--- config.mk ---
export PLATFORM = sky130hd
export DESIGN_NAME = pat_ctrl
export DESIGN_NICKNAME = d
export VERILOG_FILES = /design/src/rtl/pat_pkg.sv /design/src/rtl/pat_ctrl.sv
export SDC_FILE = /design/constraint.sdc
export NUM_CORES = 1
export LEC_CHECK = 0
export BUFFER_PORTS_ARGS = -buffer_cell sky130_fd_sc_hd__buf_2
export CAP_MARGIN = 20
export CORE_MARGIN = 2
export CORE_UTILIZATION = 38
export CTS_CLUSTER_SIZE = 28
export DETAILED_ROUTE_END_ITERATION = 16
export HOLD_SLACK_MARGIN = 0.1
export PLACE_DENSITY = 0.66
export SLEW_MARGIN = 20
export SYNTH_ARGS = -nofsm -noshare
export SYNTH_HDL_FRONTEND = slang
export SYNTH_SLANG_ARGS = --single-unit
--- constraint.sdc ---
create_clock -name clk -period 1.5 [get_ports clk]
set_clock_uncertainty 0.1 [all_clocks]
set_input_delay 0 -clock clk [delete_from_list [all_inputs] [get_ports clk]]
set_output_delay 0 -clock clk [all_outputs]
set_load 0.02 [all_outputs]
--- src/rtl/pat_pkg.sv ---
// Shared types and constants for the packet ack tracker.
// No dependencies; imported by the controller, the datapath and the top level.
`timescale 1ns / 1ps

package pat_pkg;

	localparam int SEQ_W    = 16;
	localparam int TIME_W   = 32;
	localparam int BITS_W   = 32;
	localparam int RTT_W    = 48;
	localparam int SMOOTH_W = 16;
	localparam int FRAC_W   = 16;

	localparam logic [SEQ_W-1:0]    SEQ_HALF     = 16'h8000;
	localparam logic [SMOOTH_W-1:0] SMOOTH_RESET = 16'd164;

	localparam logic MODE_SEND = 1'b0;
	localparam logic MODE_RECV = 1'b1;
	localparam logic KIND_HDR  = 1'b0;
	localparam logic KIND_ACK  = 1'b1;

	// sent ring entry
	typedef struct packed {
		logic              valid;
		logic              acked;
		logic [SEQ_W-1:0]  seq;
		logic [TIME_W-1:0] stamp;
	} sent_ent_t;

	// received ring entry
	typedef struct packed {
		logic             valid;
		logic [SEQ_W-1:0] seq;
	} recv_ent_t;

	// controller to datapath
	typedef struct packed {
		logic clr;       // write one cleared entry, advance sweep index
		logic take;      // input transfer
		logic s_eval;    // shift one received mark into the header field
		logic hdr_load;  // load header into the output register
		logic advance;   // next window position of a receive item
		logic r_hit;     // mark sent entry acked, form rtt difference
		logic r_mul;     // scale the difference
		logic r_upd;     // update smoothed rtt
		logic r_push;    // park new ack result, emit the one parked before
		logic r_fin;     // emit the parked result as the final one
	} cmd_t;

	// datapath to controller
	typedef struct packed {
		logic clr_last;
		logic cnt_is_w;
		logic cnt_zero;
		logic cur_bit;
		logic hit;
		logic out_free;
		logic pend_valid;
	} sts_t;

endpackage

--- src/rtl/pat_ctrl.sv ---
// Controller state machine of the packet ack tracker.
// Depends on pat_pkg for the command and status structs.
`timescale 1ns / 1ps

module pat_ctrl (
	input  logic          clk,
	input  logic          arst_n,
	input  logic          in_valid,
	input  logic          in_mode,
	output logic          in_stall,
	output pat_pkg::cmd_t cmd,
	input  pat_pkg::sts_t sts
);
	import pat_pkg::*;

	localparam logic [3:0] ST_CLEAR  = 4'd0;
	localparam logic [3:0] ST_IDLE   = 4'd1;
	localparam logic [3:0] ST_S_RD   = 4'd2;
	localparam logic [3:0] ST_S_EV   = 4'd3;
	localparam logic [3:0] ST_S_OUT  = 4'd4;
	localparam logic [3:0] ST_R_RD   = 4'd5;
	localparam logic [3:0] ST_R_EV   = 4'd6;
	localparam logic [3:0] ST_R_MUL  = 4'd7;
	localparam logic [3:0] ST_R_UPD  = 4'd8;
	localparam logic [3:0] ST_R_PUSH = 4'd9;
	localparam logic [3:0] ST_R_FIN  = 4'd10;

	logic [3:0] state_q;
	logic [3:0] state_d;
	logic [3:0] after_adv;

	assign in_stall  = (state_q != ST_IDLE);
	assign after_adv = sts.cnt_zero ? ST_R_FIN : ST_R_RD;

	// next state and commands
	always_comb begin
		state_d = state_q;
		cmd     = '0;
		unique case (state_q)
			ST_CLEAR: begin
				cmd.clr = 1'b1;
				if (sts.clr_last) begin
					state_d = ST_IDLE;
				end
			end
			ST_IDLE: begin
				if (in_valid) begin
					cmd.take = 1'b1;
					state_d  = (in_mode == MODE_RECV) ? ST_R_RD : ST_S_RD;
				end
			end
			ST_S_RD: begin
				state_d = ST_S_EV;
			end
			ST_S_EV: begin
				cmd.s_eval = 1'b1;
				state_d    = sts.cnt_is_w ? ST_S_OUT : ST_S_RD;
			end
			ST_S_OUT: begin
				if (sts.out_free) begin
					cmd.hdr_load = 1'b1;
					state_d      = ST_IDLE;
				end
			end
			ST_R_RD: begin
				if (sts.cur_bit) begin
					state_d = ST_R_EV;
				end else begin
					cmd.advance = 1'b1;
					state_d     = after_adv;
				end
			end
			ST_R_EV: begin
				if (sts.hit) begin
					cmd.r_hit = 1'b1;
					state_d   = ST_R_MUL;
				end else begin
					cmd.advance = 1'b1;
					state_d     = after_adv;
				end
			end
			ST_R_MUL: begin
				cmd.r_mul = 1'b1;
				state_d   = ST_R_UPD;
			end
			ST_R_UPD: begin
				cmd.r_upd = 1'b1;
				state_d   = ST_R_PUSH;
			end
			ST_R_PUSH: begin
				if (!sts.pend_valid || sts.out_free) begin
					cmd.r_push  = 1'b1;
					cmd.advance = 1'b1;
					state_d     = after_adv;
				end
			end
			ST_R_FIN: begin
				if (!sts.pend_valid) begin
					state_d = ST_IDLE;
				end else if (sts.out_free) begin
					cmd.r_fin = 1'b1;
					state_d   = ST_IDLE;
				end
			end
			default: begin
				state_d = ST_IDLE;
			end
		endcase
	end

	// state register
	always_ff @(posedge clk or negedge arst_n) begin
		if (!arst_n) begin
			state_q <= ST_CLEAR;
		end else begin
			state_q <= state_d;
		end
	end

endmodule

# ---- Word level (Yosys, flattened, before mapping)
# Cells that the tools add are included.
dict set report totals {
  reg_bits 4
  input_bits 11
  output_inout_bits 11
  word_cells 47
}
dict set report classes {
  n_eq_ne 14
  mux 28
  reduce_logical 4
}
# cell count
set op_table {}
lappend op_table {{$pmux 4 s11} 1}
lappend op_table {{$mux 4} 8}
lappend op_table {{$eq 4x3->1 const B} 4}
lappend op_table {{$mux 1} 16}
lappend op_table {{$eq 4x4->1 const B} 3}
lappend op_table {{$eq 4x2->1 const B} 2}
lappend op_table {{$mux 3} 2}
lappend op_table {{$ne 2x2->1 const B} 3}
lappend op_table {{$eq 4x1->1 const B} 1}
lappend op_table {{$logic_not 4->1} 1}
lappend op_table {{$ne 4x1->1 const B} 1}
lappend op_table {{$pmux 1 s3} 1}
lappend op_table {{$reduce_and 3->1} 1}
lappend op_table {{$logic_not 1->1} 1}
lappend op_table {{$logic_or 1x1->1} 1}

# ---- Depth between registers and ports, before layout
# Gate-level depths: netlist of the first run.
dict set report depth {
  ltp_word 4
  mapped_depth 5
  ltp_nobuf 4
}

# ---- Least setup slack after synthesis of the first run
# Ideal clock, no wire load.
dict set report synth_path {
  path_type {reg-to-reg}
  from {register state_q[1]}
  to {register state_q[0]}
  setup_ps 179
  arrival_ps 1506
  required_time_ps 1221
  setup_slack_ps -286
  path_stages_with_launch 5
  path_buffers 2
  synth_period_minus_slack_ps 1786
  cell_sequence {dfrtp_1 clkbuf_8 clkbuf_8 nor4_1 a32oi_1}
}
dict set report synth_between {
  elab_chain_len 3
  word_cells_on_any_way 16
  cone_classes {13 x eq/ne; 1 x mux; 2 x reduce/logical}
}
# item line_no
set synth_rtl {}
lappend synth_rtl {{start, declared} pat_ctrl.sv:28} ;# logic [3:0] state_q;
lappend synth_rtl {{start signal, assigned} pat_ctrl.sv:116} ;# state_q <= state_d;
lappend synth_rtl {{$eq 4x4->1, or another cell as far along} pat_ctrl.sv:39} ;# unique case (state_q)
lappend synth_rtl {{$ne 2x2->1 (no line)} --}
lappend synth_rtl {{$reduce_and 3->1 (no line)} --}
# Parallel ways exist; a longest one is shown, timed or not.
# A chain may end at the register's enable or synchronous reset.

==> impl_metrics.tcl, run 1 <==
set metrics [dict create \
    outcome "finished, violations left" \
    violations "setup timing" \
    io-pin-count 22 \
    area_growth_syn_to_layout_pct 67.7 \
    critPathMaxFanout 10 \
    irDropWorstVdd_uv 919 \
    grt_pass1_wl_mm 3.16 \
    clk_latency_ns 0.24 \
    ys_ff_latch 4 \
    fp.dieH_um 43.3 \
    antenna_found_initial 0 \
    cts_inserted_buffers 3 \
    synth_edf_count 0 \
    dp_hpwl_mm 1.30 \
    clockBufferDepth 2 \
    largest_register "state_q" \
    max_freq_mhz 649 \
    viasPerCell 5.79 \
    ant_nets 0 \
    cts_sinks 4 \
    p_sw_share_pct 44.3 \
    firstDrtPassIters 4 \
    multi_input_area_um2 470 \
    holdCritStartpoint "sts[2]" \
    gr-total-overflow 0 \
    wl_mm 2.04 \
    crit_type "flip-flop to output pin" \
    cts_tree "done" \
    synth-async-reset-ratio_pct 100 \
    setup_viol 3 \
    slew_viol_final 0 \
    holdPathStages 4 \
    n_antenna_cell 0 \
    yosys.area.top_type "dfrtp_1" \
    r2r-start "state_q[2]$_DFFE_PN0P_" \
    gp_congestion 0.886 \
    syn_area_um2 588 \
    seq_power_share_pct 14.0 \
    fin_ws_ns -0.0407 \
    synthTopCellsByArea "dfrtp_1, clkbuf_8, o21ai_0" \
    drc 0 \
    nFillCells 111 \
    max_slew_margin_pct 70.4 \
    cp_data_required_time_ns 1.40 \
    switchingPower_uw 744 \
    largest_registers "state_q: 4 flops" \
    worstSetupEndpointType "output pin" \
    yosys_most_used_dff "dfrtp_1" \
    start_kind "flip-flop" \
    internal-power_uw 934 \
    dr.first_iter.drc_count 32 \
    syn_nets 86 \
    htree_levels 1 \
    p_clk_share_pct 8.5 \
    start_util_pct 40.0 \
    hold_path_class "input pin to flip-flop" \
    max-cap-violations 0 \
    chipWidth_um 43.3 \
    comb_power_share_pct 77.6 \
    rsz0062_at_grt "yes" \
    cp.arrival_ns 1.44 \
    wl_per_cell_um 15.0 \
    min_period_ns 1.54 \
    coreArea_mm2 0.00147 \
    largest_register_ffs 4 \
    std_cell_rows 14 \
    ys_seq_area_share_pct 17.0 \
    postPlaceCellArea_um2 757 \
    cellLeakagePower_uw 0.000481 \
    p_total_uw 1680 \
    min_period_over_period_pct 103 \
    min_to "state_q[2]$_DFFE_PN0P_" \
    grt_use_total_pct 22.6 \
    final_nets 133 \
    postLayoutCellArea_um2 986 \
    grt_max_degree 11 \
    worst_pin_slew_ns 0.443 \
    yosysWarnings 0 \
    clk_pin_slew_worst_paths_ns 0.05 \
    finalHoldViolations 0 \
    ys_types 36 \
    synthCells 75 \
    die-area_mm2 0.00188 \
    rr_worst_depth 5 \
    postSynthAreaPerCell_um2 7.84 \
    r2r_setup_slack_ns -0.02 \
    yosys.area.top_type_share_pct 17.0 \
    cts_root_buf "clkbuf_4" \
    hold_ws_ns 0.132 \
    seq_area_um2 105 \
    portBuffers 21 \
    via_count 788 \
    drive_gt1_share_pct 55.0 \
    r2r_end "state_q[1]$_DFFE_PN0P_" \
    p_per_area_mw_per_mm2 1700 \
    grt_pass1_vias 693 \
]
==> final cells by class <==
cell class	instances	share of cell area [%]
inverters	2	0.761
repair buffers	48	36.5
multi-input cells	63	47.7
well taps	16	2.03
clock buffers	3	2.28
flip-flops and latches	4	10.7
==> metal layers <==
metal / wire (um) / track usage, % / vias to the layer above / part of all wire, %
met5: 0 / 0 / - / 0
met4: 45 / 8.48 / 0 / 2.2
met3: 110 / 3.33 / 6 / 5.4
met2: 1090 / 39.4 / 34 / 53
met1: 792 / 28.1 / 379 / 39
li1: - / - / 369 / -
==> what timing repair did <==
action	CTS	global route
hold endpoints to repair	5	0
hold buffers	4	0
pin swaps	0	3
gates resized for setup	20	13
setup buffers	7	2
endpoints found under the setup margin	11	10
==> Yosys cell counts (all sizes together) (2+ instances only) <==
master and instances:
a21oi 3, a32oi 2, and2b 4, and3 4, buf 2, clkbuf 4
dfrtp 4, inv 2, nand2 4, nand2b 5, nand3 3, nor2 4
nor2b 4, nor3 5, o21ai 7, o22ai 2
==> worst max-delay path, stage by stage, from the launching register on <==
cell and delay [ns]:
dfrtp_2 0.47, or2b_4 0.30, nor3_4 0.18, a21o_1 0.13, buf_6 0.12
==> worst max-delay path by stage <==
stage / startpoint / cells after the start / to
after detailed placement: state_q[2]$_DFFE_PN0P_ / 4 / state_q[1]$_DFFE_PN0P_
after global routing: state_q[3]$_DFFE_PN0P_ / 5 / cmd[6]
after floorplan: state_q[1]$_DFFE_PN0P_ / 4 / state_q[0]$_DFFE_PN0P_
final: state_q[2]$_DFFE_PN0P_ / 4 / cmd[5]
after CTS: state_q[3]$_DFFE_PN0P_ / 5 / cmd[5]
after global placement: state_q[2]$_DFFE_PN0P_ / 4 / state_q[1]$_DFFE_PN0P_
==> through the flow <==
step           setup slack [ns]  util (%)  setup TNS (ns)  instances
6_report                -0.0407      67.0         -0.0968        136
5_1_grt                  -0.107      67.0          -0.357        136
4_1_cts                 -0.0348      63.4         -0.0348        134
3_5_place_dp            -0.0302      51.4         -0.0567        120
3_3_place_gp            -0.0432      51.4         -0.0446        120
2_1_floorplan           -0.0290         -         -0.0290         75
==> placed cells by master (no fill, tap or decap), types with 2 or more instances in the layout <==
cell type / n
buf_4: 20
buf_2: 16
buf_6: 8
nor2_1: 4
nand2b_1: 4
o21ai_0: 4
dlygate4sd3_1: 4
dfrtp_2: 4
nand2_1: 3
nor3_1: 3
and2b_2: 3
nor2b_1: 3
a21oi_1: 3
nand3_1: 3
clkbuf_4: 3
nor3_4: 2
o22ai_1: 2
and3_1: 2
inv_1: 2
o21ai_1: 2
a32oi_1: 2
==> cells by family after synthesis <==
family,Yosys count,synth area share (%)
AOI/OAI and AO/OA,24,27.4
buffers and inverters,8,13.8
and+or+nand+nor,38,40.0
muxes,1,1.70
DFF,4,17.0
==> power by group through the flow <==
stage	clock network (uW)	logic [uW]	registers, uW
finish	142	1300	235
detailed placement	0	917	244
global route	149	1390	241
floorplan	0	698	186
CTS	139	1180	225
global placement	0	899	247
(Power assumes the default switching activity.)
==> inputs of run 2 (changes only) <==
ABC_AREA = 1   (was default)
PLACE_DENSITY = 0.67   (was 0.66)
==> impl_metrics.tcl, run 2 <==
set metrics [dict create \
    firstDrtPassIters 5 \
    crit_path_max_incr_delay_ns 0.44 \
    yosysWarnings 0 \
    postLayoutCellArea_um2 857 \
    p_total_uw 1460 \
    layout_common_cells "nand2_1, buf_2, nor2_1" \
    comb_power_share_pct 71.6 \
    die-area_mm2 0.00178 \
    ys_types 14 \
    syn_nets 116 \
    n_antenna_cell 0 \
    dp_hpwl_mm 1.22 \
    drive_gt1_share_pct 38.0 \
    fp.dieH_um 42.2 \
    critPathMaxFanout 5 \
    io-pin-count 22 \
    seq_power_share_pct 18.7 \
    fin_ws_ns 0.0533 \
    max-cap-violations 0 \
    portBuffers 21 \
    min_period_ns 1.45 \
    ys_top_cells_by_count "nand2_1, nor2_1, inv_1" \
    setup_viol 0 \
    slowest_stage "dfrtp_2" \
    p_per_area_mw_per_mm2 1700 \
    min_period_over_period_pct 96.4 \
    synth-async-reset-ratio_pct 100 \
    dr.first_iter.drc_count 24 \
    syn_area_um2 554 \
    outcome "complete, no violations" \
    crit_family "simple AND/OR/NAND/NOR gates" \
    grt_max_degree 8 \
    cp_common_cell "nand2_1" \
    synthTopCellsByArea "nand2_1, dfrtp_1, nor2_1" \
    yosys_most_used_dff "dfrtp_1" \
    finalHoldViolations 0 \
    clk_latency_ns 0.24 \
    cp.arrival_ns 1.52 \
    cellLeakagePower_uw 0.000525 \
    crit_type "flip-flop to flip-flop" \
    cp_data_required_time_ns 1.57 \
    max_slew_margin_pct 84.8 \
    final_nets 155 \
    wl_mm 1.68 \
    gp_congestion 0.845 \
    antenna_found_initial 0 \
    slew_viol_final 0 \
    clockBufferDepth 2 \
    postPlaceCellArea_um2 678 \
    internal-power_uw 658 \
    ys_ff_latch 4 \
    postSynthAreaPerCell_um2 5.28 \
    worstPathCellList "buf_4, nor2_4, buf_4, nand3_1, nand2_1, nor2_1, nand2_1, nand2_1, nand2_1" \
    htree_levels 1 \
    grt_use_total_pct 18.8 \
    worst_pin_slew_ns 0.227 \
    p_clk_share_pct 9.7 \
    p_sw_share_pct 54.9 \
    irDropWorstVdd_uv 939 \
    synth_edf_count 0 \
    hold_path_class "input pin to flip-flop" \
    coreArea_mm2 0.00133 \
    place_ws_ns 0.0964 \
    via_count 793 \
    ys_seq_area_share_pct 18.1 \
    rsz0062_at_grt "yes" \
    cts_sinks 4 \
    area_growth_syn_to_layout_pct 54.6 \
    cts_root_buf "clkbuf_4" \
    chipWidth_um 42.2 \
    max_freq_mhz 691 \
    yosysMostFrequentCell "nand2_1" \
    yosys.area.top_type "nand2_1" \
    grt_pass1_wl_mm 2.58 \
    start_kind "flip-flop" \
    cts_tree "done" \
    largest_register "state_q" \
    synthCells 105 \
    largest_registers "state_q: 4 flops" \
    grt_pass1_vias 657 \
    largest_register_ffs 4 \
    std_cell_rows 13 \
    cts_inserted_buffers 3 \
    gr-total-overflow 0 \
    ant_nets 0 \
    worstSetupEndpointType "flip-flop" \
    start_util_pct 41.6 \
    viasPerCell 5.05 \
    wl_per_cell_um 10.7 \
    drc 0 \
    switchingPower_uw 802 \
    yosys.area.top_type_share_pct 25.7 \
    nFillCells 128 \
    clk_pin_slew_worst_paths_ns 0.04 \
    cp_num_buf_inv 2 \
    layout_commonest_cell "nand2_1" \
]
-- run 2: metal layers --
metal	vias up	GRT usage (%)	routed length [um]
li1	398	-	-
met1	360	22.4	726
met2	33	33.5	824
met3	2	1.29	106
met4	0	9.38	19
met5	-	0	0
-- run 2: kinds of logic after synthesis --
kind of cell | count (synthesis) | synth area share (%)
flops | 4 | 18.1
buf+inv | 17 | 11.5
simple gates | 81 | 66.6
compound gates | 3 | 3.84
-- run 2: worst reg2reg max path: cells and delay by family (launching register included) --
family	cells	cell delay, ns
buffers and inverters	2	0.29
flip-flops	1	0.44
AND/OR/NAND/NOR	7	0.55
-- run 2: repair_timing --
| item | CTS | global route |
|---|---|---|
| gates resized for setup | 3 | 12 |
| hold buffers | 7 | 0 |
| setup endpoints to repair | 1 | 5 |
| pin swaps | 0 | 7 |
| hold endpoints to repair | 8 | 0 |
| buffers inserted | 0 | 6 |
-- run 2: cell type report --
class	instances	area (um^2)	share of cell area [%]
Inverter	17	63.8	7.45
Multi-Input combinational cell	84	424	49.5
Clock buffer	3	22.5	2.63
Tap cell	15	18.8	2.19
Sequential cell	4	105	12.3
Timing Repair Buffer	34	223	26.0
-- run 2: path summary, 6_finish.rpt --
check	start	endpoint	slack [ns]	depth (start not counted)
min reg2reg	state_q[1]$_DFFE_PN0P_	state_q[3]$_DFFE_PN0P_	0.58	3
min	in_valid	state_q[2]$_DFFE_PN0P_	0.13	7
max	state_q[2]$_DFFE_PN0P_	state_q[3]$_DFFE_PN0P_	0.05	9
min in group asynchronous	arst_n	state_q[2]$_DFFE_PN0P_	0.55	3
max in group asynchronous	arst_n	state_q[3]$_DFFE_PN0P_	0.56	3
max reg2reg	state_q[2]$_DFFE_PN0P_	state_q[3]$_DFFE_PN0P_	0.05	9
-- run 2: per-stage QoR --
step,cells,hold slack (ns),TNS (ns),utilization (%)
2_1_floorplan,105,-0.396,0,-
3_3_place_gp,141,-0.294,0,50.8
3_5_place_dp,141,-0.294,0,50.8
4_1_cts,151,0.134,0,58.1
5_1_grt,157,0.169,-0.0428,64.3
6_report,157,0.131,0,64.3
-- run 2: power groups by stage --
stage | registers [uW] | clock network [uW] | logic (uW)
after floorplan | 238 | 0 | 665
after global placement | 248 | 0 | 875
after detailed placement | 249 | 0 | 880
after CTS | 256 | 138 | 898
after global routing | 284 | 143 | 1160
final | 274 | 141 | 1050
